$ cat config.mk
export PLATFORM = sky130hd
export DESIGN_NAME = psg_to_apu_register_translator_flat
export DESIGN_NICKNAME = d
export VERILOG_FILES = /design/src/design/psgapu_pkg.sv /design/src/design/psgapu_if.sv /design/src/design/psgapu_front.sv /design/src/design/psgapu_fifo.sv /design/src/design/psgapu_back.sv /design/src/design/psg_to_apu_register_translator.sv /design/src/flat_wrapper.sv
export SDC_FILE = /design/constraint.sdc
export NUM_CORES = 1
export LEC_CHECK = 0
export BUFFER_PORTS_ARGS = -buffer_cell sky130_fd_sc_hd__buf_2
export CORE_MARGIN = 2
export CORE_UTILIZATION = 59
export CTS_BUF_LIST = sky130_fd_sc_hd__clkbuf_4
export DETAILED_ROUTE_END_ITERATION = 8
export PLACE_DENSITY_LB_ADDON = 0.15
export SYNTH_ARGS = -nofsm -noshare
export SYNTH_HDL_FRONTEND = slang
export SYNTH_HIERARCHICAL = 1
export SYNTH_SLANG_ARGS = --single-unit
$ cat constraint.sdc
create_clock -name i_clk -period 4.2 [get_ports i_clk]
set_clock_uncertainty 0.15 [all_clocks]
set_input_delay 0.21 -clock i_clk [delete_from_list [all_inputs] [get_ports i_clk]]
set_output_delay 0.21 -clock i_clk [all_outputs]
set_load 0.01 [all_outputs]
$ cat src/design/psgapu_pkg.sv
// Shared types, codes and constants of the PSG to APU register translator.
package psgapu_pkg;

    // PSG channel codes
    localparam logic [1:0] CH_PULSE0 = 2'd0;
    localparam logic [1:0] CH_PULSE1 = 2'd1;
    localparam logic [1:0] CH_TRI    = 2'd2;
    localparam logic [1:0] CH_NOISE  = 2'd3;

    // APU register offsets from the base address
    localparam logic [3:0] OFS_PULSE0_VOL = 4'h0;
    localparam logic [3:0] OFS_PULSE0_LO  = 4'h2;
    localparam logic [3:0] OFS_PULSE0_HI  = 4'h3;
    localparam logic [3:0] OFS_PULSE1_VOL = 4'h4;
    localparam logic [3:0] OFS_PULSE1_LO  = 4'h6;
    localparam logic [3:0] OFS_PULSE1_HI  = 4'h7;
    localparam logic [3:0] OFS_TRI_GATE   = 4'h8;
    localparam logic [3:0] OFS_TRI_LO     = 4'hA;
    localparam logic [3:0] OFS_TRI_HI     = 4'hB;
    localparam logic [3:0] OFS_NOISE_VOL  = 4'hC;
    localparam logic [3:0] OFS_NOISE_MODE = 4'hE;
    localparam logic [3:0] OFS_NOISE_LEN  = 4'hF;

    // Fixed data patterns
    localparam logic [7:0] PULSE_VOL_BASE = 8'hB0;
    localparam logic [7:0] NOISE_VOL_BASE = 8'h30;
    localparam logic [7:0] PERIOD_HI_BASE = 8'hF8;
    localparam logic [7:0] NOISE_LEN_DATA = 8'hF8;
    localparam logic [7:0] NOISE_MODE_BIT = 8'h80;
    localparam logic [7:0] TRI_GATE_ON    = 8'hFF;
    localparam logic [7:0] TRI_GATE_OFF   = 8'h00;
    localparam logic [3:0] ATTEN_SILENT   = 4'hF;

    // Job queue geometry
    localparam int QDEPTH = 4;
    localparam int QAW    = $clog2(QDEPTH);

    // One APU register write
    typedef struct packed {
        logic [3:0] offset;
        logic [7:0] data;
    } t_wr;

    // Writes caused by one PSG byte; last_idx names the final one
    typedef struct packed {
        logic [1:0]     last_idx;
        t_wr  [2:0]     wr;
    } t_job;

    // Noise rate map
    function automatic logic [7:0] noise_rate(input logic [1:0] sel);
        logic [7:0] r;
        case (sel)
            2'd0:    r = 8'd4;
            2'd1:    r = 8'd8;
            2'd2:    r = 8'd12;
            default: r = 8'd14;
        endcase
        return r;
    endfunction

endpackage

$ cat src/design/psgapu_if.sv
// Valid/ready channel interfaces for PSG bytes in and APU writes out.
interface psgapu_in_if;
    logic       valid;
    logic       ready;
    logic [7:0] psg_byte;

    modport source (output valid, output psg_byte, input ready);
    modport sink   (input valid, input psg_byte, output ready);
endinterface

interface psgapu_out_if;
    logic       valid;
    logic       ready;
    logic [3:0] reg_offset;
    logic [7:0] reg_data;
    logic       last;

    modport source (output valid, output reg_offset, output reg_data, output last,
                    input ready);
    modport sink   (input valid, input reg_offset, input reg_data, input last,
                    output ready);
endinterface

$ cat src/design/psgapu_front.sv
// Front end: takes PSG bytes, updates the register copy, builds write jobs.
module psgapu_front
    import psgapu_pkg::*;
(
    input  logic              i_clk,
    input  logic              i_rst_n,
    psgapu_in_if.sink         i_in,
    input  logic              i_q_full,
    output logic              o_q_push,
    output t_job              o_q_job
);

    logic [1:0] r_ch;
    logic       r_isvol;
    logic [9:0] r_tone [3];
    logic [3:0] r_att  [4];
    logic [2:0] r_nctl;

    logic       is_latch;
    logic       accept;
    logic [1:0] ch;
    logic       isvol;
    logic [3:0] att_new;
    logic [2:0] nctl_new;
    logic [9:0] tone_old;
    logic [9:0] tone_new;
    logic [9:0] period;
    logic [9:0] tri_half;
    logic [7:0] rate;
    t_job       job;

    assign i_in.ready = !i_q_full;
    assign accept     = i_in.valid && !i_q_full;
    assign is_latch   = i_in.psg_byte[7];
    assign ch         = is_latch ? i_in.psg_byte[6:5] : r_ch;
    assign isvol      = is_latch ? i_in.psg_byte[4] : r_isvol;

    // Select the stored tone of the addressed channel
    always_comb begin
        case (ch)
            CH_PULSE0: tone_old = r_tone[0];
            CH_PULSE1: tone_old = r_tone[1];
            default:   tone_old = r_tone[2];
        endcase
    end

    // Form the updated register values seen by this beat
    assign att_new  = isvol ? i_in.psg_byte[3:0] : r_att[ch];
    assign nctl_new = (!isvol && ch == CH_NOISE) ? i_in.psg_byte[2:0] : r_nctl;
    assign tone_new = is_latch ? {tone_old[9:4], i_in.psg_byte[3:0]}
                               : {i_in.psg_byte[5:0], tone_old[3:0]};
    assign tri_half = {1'b0, tone_new[9:1]};
    assign rate     = noise_rate(nctl_new[1:0]);

    // Pulse period is N-1, triangle period N/2-1, both clamped at zero
    always_comb begin
        if (ch == CH_TRI) begin
            period = (tone_new > 10'd1) ? tri_half - 10'd1 : '0;
        end else begin
            period = (tone_new != '0) ? tone_new - 10'd1 : '0;
        end
    end

    // Build the write job for the latched channel
    always_comb begin
        job = '0;
        unique case (ch)
            CH_NOISE: begin
                job.last_idx     = 2'd2;
                job.wr[0].offset = OFS_NOISE_VOL;
                job.wr[0].data   = NOISE_VOL_BASE | {4'd0, ~att_new};
                job.wr[1].offset = OFS_NOISE_MODE;
                job.wr[1].data   = (nctl_new[2] ? 8'd0 : NOISE_MODE_BIT) | rate;
                job.wr[2].offset = OFS_NOISE_LEN;
                job.wr[2].data   = NOISE_LEN_DATA;
            end
            CH_TRI: begin
                if (isvol) begin
                    job.last_idx     = 2'd0;
                    job.wr[0].offset = OFS_TRI_GATE;
                    job.wr[0].data   = (att_new == ATTEN_SILENT) ? TRI_GATE_OFF : TRI_GATE_ON;
                end else begin
                    job.last_idx     = 2'd1;
                    job.wr[0].offset = OFS_TRI_LO;
                    job.wr[0].data   = period[7:0];
                    job.wr[1].offset = OFS_TRI_HI;
                    job.wr[1].data   = PERIOD_HI_BASE | {6'd0, period[9:8]};
                end
            end
            default: begin
                if (isvol) begin
                    job.last_idx     = 2'd0;
                    job.wr[0].offset = (ch == CH_PULSE0) ? OFS_PULSE0_VOL : OFS_PULSE1_VOL;
                    job.wr[0].data   = PULSE_VOL_BASE | {4'd0, ~att_new};
                end else begin
                    job.last_idx     = 2'd1;
                    job.wr[0].offset = (ch == CH_PULSE0) ? OFS_PULSE0_LO : OFS_PULSE1_LO;
                    job.wr[0].data   = period[7:0];
                    job.wr[1].offset = (ch == CH_PULSE0) ? OFS_PULSE0_HI : OFS_PULSE1_HI;
                    job.wr[1].data   = PERIOD_HI_BASE | {6'd0, period[9:8]};
                end
            end
        endcase
    end

    assign o_q_push = accept;
    assign o_q_job  = job;

    // Update the PSG register copy on each accepted beat
    always_ff @(posedge i_clk) begin
        if (!i_rst_n) begin
            r_ch    <= CH_PULSE0;
            r_isvol <= 1'b0;
            r_nctl  <= '0;
            for (int i = 0; i < 3; i++) begin
                r_tone[i] <= '0;
            end
            for (int i = 0; i < 4; i++) begin
                r_att[i] <= ATTEN_SILENT;
            end
        end else if (accept) begin
            r_ch    <= ch;
            r_isvol <= isvol;
            r_nctl  <= nctl_new;
            if (isvol) begin
                r_att[ch] <= att_new;
            end else if (ch != CH_NOISE) begin
                r_tone[ch] <= tone_new;
            end
        end
    end

endmodule

$ cat src/design/psgapu_fifo.sv
// Short job queue between the front and back ends.
module psgapu_fifo
    import psgapu_pkg::*;
(
    input  logic i_clk,
    input  logic i_rst_n,
    input  logic i_push,
    input  t_job i_job,
    output logic o_full,
    input  logic i_pop,
    output logic o_empty,
    output t_job o_head
);

    t_job         r_mem [QDEPTH];
    logic [QAW:0] r_wp;
    logic [QAW:0] r_rp;
    logic         do_push;
    logic         do_pop;

    assign o_empty = (r_wp == r_rp);
    assign o_full  = (r_wp[QAW-1:0] == r_rp[QAW-1:0]) && (r_wp[QAW] != r_rp[QAW]);
    assign do_push = i_push && !o_full;
    assign do_pop  = i_pop && !o_empty;
    assign o_head  = r_mem[r_rp[QAW-1:0]];

    // Store incoming jobs
    always_ff @(posedge i_clk) begin
        if (do_push) begin
            r_mem[r_wp[QAW-1:0]] <= i_job;
        end
    end

    // Advance pointers
    always_ff @(posedge i_clk) begin
        if (!i_rst_n) begin
            r_wp <= '0;
            r_rp <= '0;
        end else begin
            if (do_push) begin
                r_wp <= r_wp + 1'b1;
            end
            if (do_pop) begin
                r_rp <= r_rp + 1'b1;
            end
        end
    end

endmodule

$ cat src/design/psgapu_back.sv
// Back end: plays each queued job out as APU write beats, one per cycle while the output takes them.
module psgapu_back
    import psgapu_pkg::*;
(
    input  logic         i_clk,
    input  logic         i_rst_n,
    input  logic         i_q_empty,
    input  t_job         i_q_head,
    output logic         o_q_pop,
    psgapu_out_if.source o_out
);

    logic [1:0] r_idx;
    logic       r_valid;
    logic [3:0] r_offset;
    logic [7:0] r_data;
    logic       r_last;

    logic       load;
    logic       at_last;
    t_wr        cur;

    assign load    = !i_q_empty && (!r_valid || o_out.ready);
    assign at_last = (r_idx == i_q_head.last_idx);
    assign o_q_pop = load && at_last;

    // Pick the current write of the head job
    always_comb begin
        case (r_idx)
            2'd0:    cur = i_q_head.wr[0];
            2'd1:    cur = i_q_head.wr[1];
            default: cur = i_q_head.wr[2];
        endcase
    end

    // Step through the writes of the head job
    always_ff @(posedge i_clk) begin
        if (!i_rst_n) begin
            r_idx   <= '0;
            r_valid <= 1'b0;
        end else begin
            if (load) begin
                r_idx <= at_last ? 2'd0 : r_idx + 2'd1;
            end
            if (load) begin
                r_valid <= 1'b1;
            end else if (o_out.ready) begin
                r_valid <= 1'b0;
            end
        end
    end

    // Hold the output beat until taken
    always_ff @(posedge i_clk) begin
        if (load) begin
            r_offset <= cur.offset;
            r_data   <= cur.data;
            r_last   <= at_last;
        end
    end

    assign o_out.valid      = r_valid;
    assign o_out.reg_offset = r_offset;
    assign o_out.reg_data   = r_data;
    assign o_out.last       = r_last;

endmodule

$ cat src/design/psg_to_apu_register_translator.sv
// Top level of the PSG latch/data to APU register write translator.
//
//  Channel  Dir  Payload                          Beat
//  i_in     in   psg_byte[7:0]                    one PSG write byte
//  o_out    out  reg_offset[3:0] reg_data[7:0]    one APU register write
//                last
//
//  A byte is taken in any cycle the four-entry job queue has room.
//  Each byte yields one to three write beats, one per cycle from the back
//  end while the output is not stalled.
//  The first write passes through the job queue and the output register.
//  Reset (synchronous, active low) empties the queue and restores the
//  PSG register copy; output stalls fill the queue, which then holds off bytes.
module psg_to_apu_register_translator
    import psgapu_pkg::*;
(
    input  logic         i_clk,
    input  logic         i_rst_n,
    psgapu_in_if.sink    i_in,
    psgapu_out_if.source o_out
);

    logic q_push;
    logic q_full;
    logic q_pop;
    logic q_empty;
    t_job q_job;
    t_job q_head;

    psgapu_front u_front (
        .i_clk    (i_clk),
        .i_rst_n  (i_rst_n),
        .i_in     (i_in),
        .i_q_full (q_full),
        .o_q_push (q_push),
        .o_q_job  (q_job)
    );

    psgapu_fifo u_fifo (
        .i_clk   (i_clk),
        .i_rst_n (i_rst_n),
        .i_push  (q_push),
        .i_job   (q_job),
        .o_full  (q_full),
        .i_pop   (q_pop),
        .o_empty (q_empty),
        .o_head  (q_head)
    );

    psgapu_back u_back (
        .i_clk     (i_clk),
        .i_rst_n   (i_rst_n),
        .i_q_empty (q_empty),
        .i_q_head  (q_head),
        .o_q_pop   (q_pop),
        .o_out     (o_out)
    );

endmodule

$ cat src/flat_wrapper.sv
// flat-port wrapper written by rule: the top's interface ports become plain ports
module psg_to_apu_register_translator_flat import psgapu_pkg::*;
  (i_clk, i_rst_n, i_in_valid, i_in_psg_byte, i_in_ready, o_out_valid, o_out_reg_offset, o_out_reg_data, o_out_last, o_out_ready);
  psgapu_in_if i_in_i ();
  psgapu_out_if o_out_i ();
  input  logic i_clk;
  input  logic i_rst_n;
  input wire logic [$bits(i_in_i.valid)-1:0] i_in_valid;
  input wire logic [$bits(i_in_i.psg_byte)-1:0] i_in_psg_byte;
  output wire logic [$bits(i_in_i.ready)-1:0] i_in_ready;
  output wire logic [$bits(o_out_i.valid)-1:0] o_out_valid;
  output wire logic [$bits(o_out_i.reg_offset)-1:0] o_out_reg_offset;
  output wire logic [$bits(o_out_i.reg_data)-1:0] o_out_reg_data;
  output wire logic [$bits(o_out_i.last)-1:0] o_out_last;
  input wire logic [$bits(o_out_i.ready)-1:0] o_out_ready;
  assign i_in_i.valid = i_in_valid;
  assign i_in_i.psg_byte = i_in_psg_byte;
  assign i_in_ready = i_in_i.ready;
  assign o_out_valid = o_out_i.valid;
  assign o_out_reg_offset = o_out_i.reg_offset;
  assign o_out_reg_data = o_out_i.reg_data;
  assign o_out_last = o_out_i.last;
  assign o_out_i.ready = o_out_ready;
  psg_to_apu_register_translator u_core (.i_clk(i_clk), .i_rst_n(i_rst_n), .i_in(i_in_i), .o_out(o_out_i));
endmodule
==> impl_metrics.csv, run 1 <==
group,metric,value,unit
hold_path,whs_path_depth,4,
pwr,peakVddDrop,0.0003037,V
hold_path,holdPathEnd,"u_core/u_front/r_isvol$_SDFFE_PN0P_",
hold_path,min-delay-start,"i_in_psg_byte[4]",
routing,wl_met2,11140,um
yosys,netlist_top_cells_area,"edfxtp_1, mux4_2, dfxtp_1",
hold_path,hold_path.class,"input port to register",
sta,rsz0062_at_grt,"false",
yosys,netlist_area,10440,um^2
critical_path,rrSetupSlack,0.87,ns
yosys,syn_inst,722,
clock_tree,clkTransAtPathRegs,0.07,ns
run_status,outcome,"completed",
floorplan,initial_utilization,60.37,%
sta,setup_violations,0,
floorplan,io_pins,27,
critical_path,r2r-start,"u_core/u_front/r_ch[1]$_SDFFE_PN0P_",
sta,finalHoldViolations,0,
yosys,synth_edf_count,211,
floorplan,dieArea,18780,um^2
routing,detail_route.vias_per_cell,6.062,
placed_design,hpwl,13850,um
clock_tree,clkSinkCount,228,
critical_path,cp-end-kind,"register",
global_routing,track_usage,24.37,%
finish,nFillCells,1245,
routing,drc,0,
critical_path,r2r_cells,8,
global_routing,antenna_found_initial,1,
finish,final_common_cell,"edfxtp_1",
yosys,ys_seq_area_share,63.93,%
routing,antenna_left,0,
floorplan,die_h,137.0,um
critical_path,timing.rr.end,"u_core/u_fifo/r_mem[1][6]$_DFFE_PP_",
sta,worst_slew_pin_slew,0.7630,ns
yosys,ys_seq_elements,228,
critical_path,cp.arrival,3.54,ns
yosys,yosys_most_used_dff,"edfxtp_1",
placed_design,io_buffers,26,
sta,relSlewSlack,48.79,%
critical_path,worstPathRequired,4.41,ns
critical_path,cp_max_fo,16,
sta,report.final.slew_viol_count,0,
floorplan,die_w,137.0,um
placed_design,place_congestion,0.9416,
floorplan,coreArea,17300,um^2
finish,drive_gt1_share,25.03,%
yosys,synth.distinct_cells,78,
finish,layout_common_cells,"edfxtp_1, clkbuf_4, nand2_1, nor2_1, mux4_2",
pwr,p_leak,4.024,nW
yosys,yosysTopAreaCell,"edfxtp_1",
yosys,yosys.area.top_type_share,60.68,%
clock_tree,clock_path_buffers,3,
routing,firstDrtPassIters,6,
yosys,async_flop_share,0,%
critical_path,path_class,"register to register",
finish,area_delta_synth_final,10.21,%
clock_tree,clock_latency,0.67,ns
routing,wl_met3,1096,um
clock_tree,cts_root_buf,"clkbuf_4",
routing,avgRoutedWirePerCell,20.65,um
placed_design,dp_slack,0.5842,ns
sta,finalCriticalPeriod,3.329,ns
yosys,avgSynthCellArea,14.46,um^2
critical_path,critPathLaunchType,"register",
routing,top_layer_used,"met4",
clock_tree,cts_buffers,55,
routing,routedLengthMet1,9136,um
floorplan,row_count,48,
routing,drt_first_iter_violations,523,
run,cap_violations,0,
routing,vias,6383,
clock_tree,cts_tree,"yes",
clock_tree,htree_levels,2,
sta,period_share,79.27,%
global_routing,grt_max_degree,44,
finish,nets,808,
clock_tree,post_cts_buffers,0,
global_routing,overflow,0,
sta,max_freq,300.4,MHz
global_routing,grt_pass1_wl,34620,um
routing,wirelength,21750,um
sta,setup_tns,0,ns
yosys,ys.warnings.count,6,
pwr,cellPowerDensity,525.2,nW/um^2
sta,setup_slack,0.8706,ns
clock_tree,post_cts_resized,0,
global_routing,grt_pass1_vias,6607,
[routing by layer]
layer  up-vias  GRT usage [%]
li1       2923              -
met1      3226          31.89
met2       199          41.43
met3        35          4.815
met4         0          7.560
met5         -              0
[critical path: stages, from the launching register on]
cell	delay, ns
dfxtp_1	0.43
mux2i_4	0.51
clkinv_1	0.47
nand2_1	0.17
a21oi_1	0.08
o22ai_1	0.25
nor4_1	0.14
and2_1	0.23
o32ai_1	0.58
[cell usage after synthesis, types with 4 or more instances]
cell / number
a211o_1: 5
a21oi_1: 23
a221o_1: 4
a22oi_1: 13
a31oi_1: 8
and2_1: 6
and3_1: 6
buf_2: 9
buf_4: 24
clkbuf_1: 13
dfxtp_1: 17
edfxtp_1: 211
ha_1: 11
inv_1: 25
mux2i_1: 13
mux4_2: 38
nand2_1: 79
nand2b_1: 7
nand3_1: 14
nand3b_1: 4
nand4_1: 6
nor2_1: 44
nor2b_1: 7
nor3_1: 10
o211ai_1: 6
o21a_1: 6
o21ai_0: 14
o22ai_1: 5
xnor2_1: 12
xor2_1: 7
[state kept, by name, summed over array words and instances (netlist names), named ones only]
| name | flops |
|---|---|
| u_core/u_front/r_isvol | 1 |
| u_core/u_back/o_out.last | 1 |
| u_core/u_front/r_ch | 2 |
| u_core/u_back/o_out.reg_data | 8 |
| u_core/u_back/o_out.reg_offset | 4 |
| u_core/u_fifo/r_mem | 152 |
| u_core/u_fifo/r_wp | 3 |
| u_core/u_front/r_att | 16 |
| u_core/u_back/r_idx | 2 |
| u_core/u_back/o_out.valid | 1 |
| u_core/u_front/r_tone | 30 |
| u_core/u_fifo/r_rp | 3 |
| u_core/u_front/r_nctl | 3 |
[report_power, final]
group / internal [mW] / total [mW] / switching [mW] / leakage (nW)
sequential: 2.92 / 3.02 / 0.106 / 2.09
combinational: 0.479 / 1.29 / 0.816 / 1.53
clock: 0.892 / 1.73 / 0.835 / 0.405
[layout make-up]
type	instances	area (um^2)	area share (%)
flip-flops and latches	228	6679	58.03
multi-input cells	416	3357	29.17
clock buffers	82	615.6	5.349
repair buffers	56	395.4	3.436
well taps	225	281.5	2.446
inverters	28	105.1	0.9132
clock inverters	17	72.57	0.6306
diodes	1	2.502	0.02174
[through the flow]
step	total power, mW	util, %	hold slack, ns	cells	cell area, um^2
floorplan	3.945	-	0.1776	725	10450
global placement	4.321	61.91	0.3295	942	10710
detailed placement	4.366	61.91	0.3384	942	10710
CTS	6.112	66.52	0.007660	1052	11510
global route	6.355	66.54	0.04108	1053	11510
finish	6.044	66.54	0.04078	1053	11510
[worst max-delay path by stage]
stage                                             start                                   to  slack [ns]
finish              u_core/u_front/r_ch[1]$_SDFFE_PN0P_  u_core/u_fifo/r_mem[1][6]$_DFFE_PP_        0.87
floorplan            u_core/u_fifo/r_wp[0]$_SDFFE_PN0P_  u_core/u_fifo/r_mem[3][0]$_DFFE_PP_        0.28
global placement                       i_in_psg_byte[7]  u_core/u_fifo/r_mem[0][6]$_DFFE_PP_        0.77
global route        u_core/u_front/r_ch[1]$_SDFFE_PN0P_  u_core/u_fifo/r_mem[1][6]$_DFFE_PP_        0.68
detailed placement                     i_in_psg_byte[7]  u_core/u_fifo/r_mem[0][6]$_DFFE_PP_        0.58
CTS                 u_core/u_front/r_ch[1]$_SDFFE_PN0P_  u_core/u_fifo/r_mem[1][6]$_DFFE_PP_        0.94
[cell families after synthesis]
group | after synthesis | synth area share [%]
buf+inv | 81 | 4.134
mux | 57 | 10.29
simple gates | 205 | 9.681
compound gates | 120 | 9.010
flops | 228 | 63.93
other cells | 1 | 0.03591
xor+xnor | 19 | 1.594
fa+ha+maj | 11 | 1.318
[what timing repair did]
item,in CTS,in global routing
endpoints found under the setup margin,0,0
hold endpoints to repair,33,0
hold buffers,11,0
Power figures use the tool's default switching activity.
==> inputs of run 2 (changes only) <==
--- a/config.mk
+++ b/config.mk
@@ -7,7 +7,7 @@
 export LEC_CHECK = 0
 export BUFFER_PORTS_ARGS = -buffer_cell sky130_fd_sc_hd__buf_2
 export CORE_MARGIN = 2
-export CORE_UTILIZATION = 59
+export CORE_UTILIZATION = 60
 export CTS_BUF_LIST = sky130_fd_sc_hd__clkbuf_4
 export DETAILED_ROUTE_END_ITERATION = 8
 export PLACE_DENSITY_LB_ADDON = 0.15
==> constraint.sdc (replaced) <==
create_clock -name i_clk -period 3.3 [get_ports i_clk]
set_clock_uncertainty 0.15 [all_clocks]
set_input_delay 0.165 -clock i_clk [delete_from_list [all_inputs] [get_ports i_clk]]
set_output_delay 0.165 -clock i_clk [all_outputs]
set_load 0.01 [all_outputs]
==> impl_metrics.csv, run 2 (synthesized netlist as in run 1, its figures left out) <==
group,metric,value,unit
clock_tree,clock_path_buffers,3,
pwr,power,7.770,mW
critical_path,critPathLaunchType,"register",
clock_tree,clkTransAtPathRegs,0.08,ns
hold_path,holdPathEnd,"u_core/u_front/r_att[0][0]$_SDFFCE_PN1P_",
finish,design_area,11680,um^2
critical_path,cp_max_fo,11,
sta,setup_violations,0,
clock_tree,htree_levels,2,
routing,drt_first_iter_violations,432,
hold_path,whs_path_depth,3,
sta,finalHoldViolations,0,
floorplan,die_h,135.9,um
placed_design,dp_slack,0.09119,ns
critical_path,cp-end-kind,"register",
global_routing,grt_max_degree,44,
clock_tree,cts_root_buf,"clkbuf_4",
critical_path,r2r-start,"u_core/u_front/r_ch[1]$_SDFFE_PN0P_",
placed_design,place_congestion,0.9245,
routing,detail_route.vias_per_cell,6.041,
clock_tree,cts_buffers,57,
critical_path,timing.rr.end,"u_core/u_fifo/r_mem[3][7]$_DFFE_PP_",
clock_tree,post_cts_buffers,0,
run,cap_violations,0,
pwr,peakVddDrop,0.0003554,V
finish,largest_register_ffs,152,
hold_path,min-delay-start,"i_in_psg_byte[6]",
sta,report.final.slew_viol_count,0,
placed_design,io_buffers,26,
placed_design,hpwl,13820,um
floorplan,row_count,48,
floorplan,io_pins,27,
finish,nFillCells,1256,
global_routing,grt_pass1_wl,35020,um
critical_path,path_class,"register to register",
floorplan,die_w,135.9,um
sta,worst_slew_pin_slew,0.7633,ns
floorplan,coreArea,17180,um^2
sta,rsz0062_at_grt,"false",
finish,layout_common_cells,"edfxtp_1, clkbuf_4, nand2_1, nor2_1, mux4_2",
pwr,p_leak,4.107,nW
critical_path,worstPathRequired,3.58,ns
routing,avgRoutedWirePerCell,20.32,um
finish,nets,821,
clock_tree,clock_latency,0.67,ns
routing,wirelength,21700,um
global_routing,overflow,0,
critical_path,rrSetupSlack,0.20,ns
global_routing,grt_pass1_vias,6789,
sta,relSlewSlack,48.58,%
hold_path,hold_path.class,"input port to register",
routing,drc,0,
sta,period_share,94.05,%
critical_path,r2r_cells,11,
run_status,outcome,"completed",
critical_path,cp.arrival,3.38,ns
placed_design,placed_area,10850,um^2
sta,max_freq,322.2,MHz
finish,area_delta_synth_final,11.84,%
sta,finalCriticalPeriod,3.104,ns
finish,drive_gt1_share,26.25,%
global_routing,track_usage,24.90,%
global_routing,antenna_found_initial,1,
sta,setup_slack,0.1963,ns
routing,firstDrtPassIters,6,
pwr,cellPowerDensity,665.3,nW/um^2
clock_tree,cts_tree,"yes",
finish,final_common_cell,"edfxtp_1",
routing,antenna_left,0,
floorplan,initial_utilization,60.80,%
floorplan,dieArea,18480,um^2
routing,vias,6452,
clock_tree,clkSinkCount,228,
## run 2: what timing repair did
item | CTS | global route
endpoints found under the setup margin | 0 | 6
hold endpoints to repair | 67 | 0
hold buffers | 12 | 0
gates resized for setup | 0 | 2
## run 2: final cells by class
class	count	area [um^2]	area share (%)
Tap cell	225	281.5	2.411
Clock inverter	24	103.9	0.8892
Antenna cell	1	2.502	0.02143
Clock buffer	79	593.1	5.078
Timing Repair Buffer	67	543.0	4.650
Inverter	28	105.1	0.8999
Multi-Input combinational cell	416	3371	28.86
Sequential cell	228	6679	57.19
## run 2: worst max-delay path, cell delays in order, from the launching register on
cell and delay (ns):
dfxtp_1 0.44, or2_4 0.34, a211o_1 0.29, o221ai_2 0.19, inv_1 0.15, ha_1 0.23, nor2_1 0.13, nand2_1 0.09
and4_4 0.20, a21oi_2 0.18, a21oi_1 0.12, a221oi_2 0.37
## run 2: per-stage QoR
step	TNS [ns]	util (%)	std cells	hold slack, ns
3_5_place_dp	0	63.14	952	0.3463
3_3_place_gp	0	63.14	952	0.3338
2_1_floorplan	-0.6983	-	725	0.1326
5_1_grt	0	67.99	1068	0.09463
4_1_cts	0	67.90	1067	0.04626
6_report	0	67.99	1068	0.1204
## run 2: worst max-delay path by stage
stage,cells after the start,from,end
final,11,u_core/u_front/r_ch[1]$_SDFFE_PN0P_,u_core/u_fifo/r_mem[3][7]$_DFFE_PP_
after CTS,11,u_core/u_front/r_ch[1]$_SDFFE_PN0P_,u_core/u_fifo/r_mem[3][7]$_DFFE_PP_
after floorplan,6,u_core/u_fifo/r_wp[0]$_SDFFE_PN0P_,u_core/u_fifo/r_mem[3][0]$_DFFE_PP_
after detailed placement,11,u_core/u_front/r_ch[1]$_SDFFE_PN0P_,u_core/u_fifo/r_mem[1][7]$_DFFE_PP_
after global routing,11,u_core/u_front/r_ch[1]$_SDFFE_PN0P_,u_core/u_fifo/r_mem[3][7]$_DFFE_PP_
after global placement,11,u_core/u_front/r_ch[1]$_SDFFE_PN0P_,u_core/u_fifo/r_mem[0][7]$_DFFE_PP_
## run 2: metal layers
| metal | GRT usage [%] | vias up | wire length [um] |
|---|---|---|---|
| met5 | 0 | - | 0 |
| met4 | 11.63 | 0 | 686 |
| met3 | 4.959 | 58 | 1151 |
| met2 | 41.13 | 237 | 10770 |
| met1 | 32.07 | 3197 | 9099 |
| li1 | - | 2960 | - |
## run 2: power breakdown
part | total, mW | switching, mW | internal (mW) | leakage, nW
Clock | 2.21 | 1.09 | 1.12 | 0.415
Combinational | 1.73 | 1.06 | 0.669 | 1.60
Sequential | 3.83 | 0.124 | 3.71 | 2.09
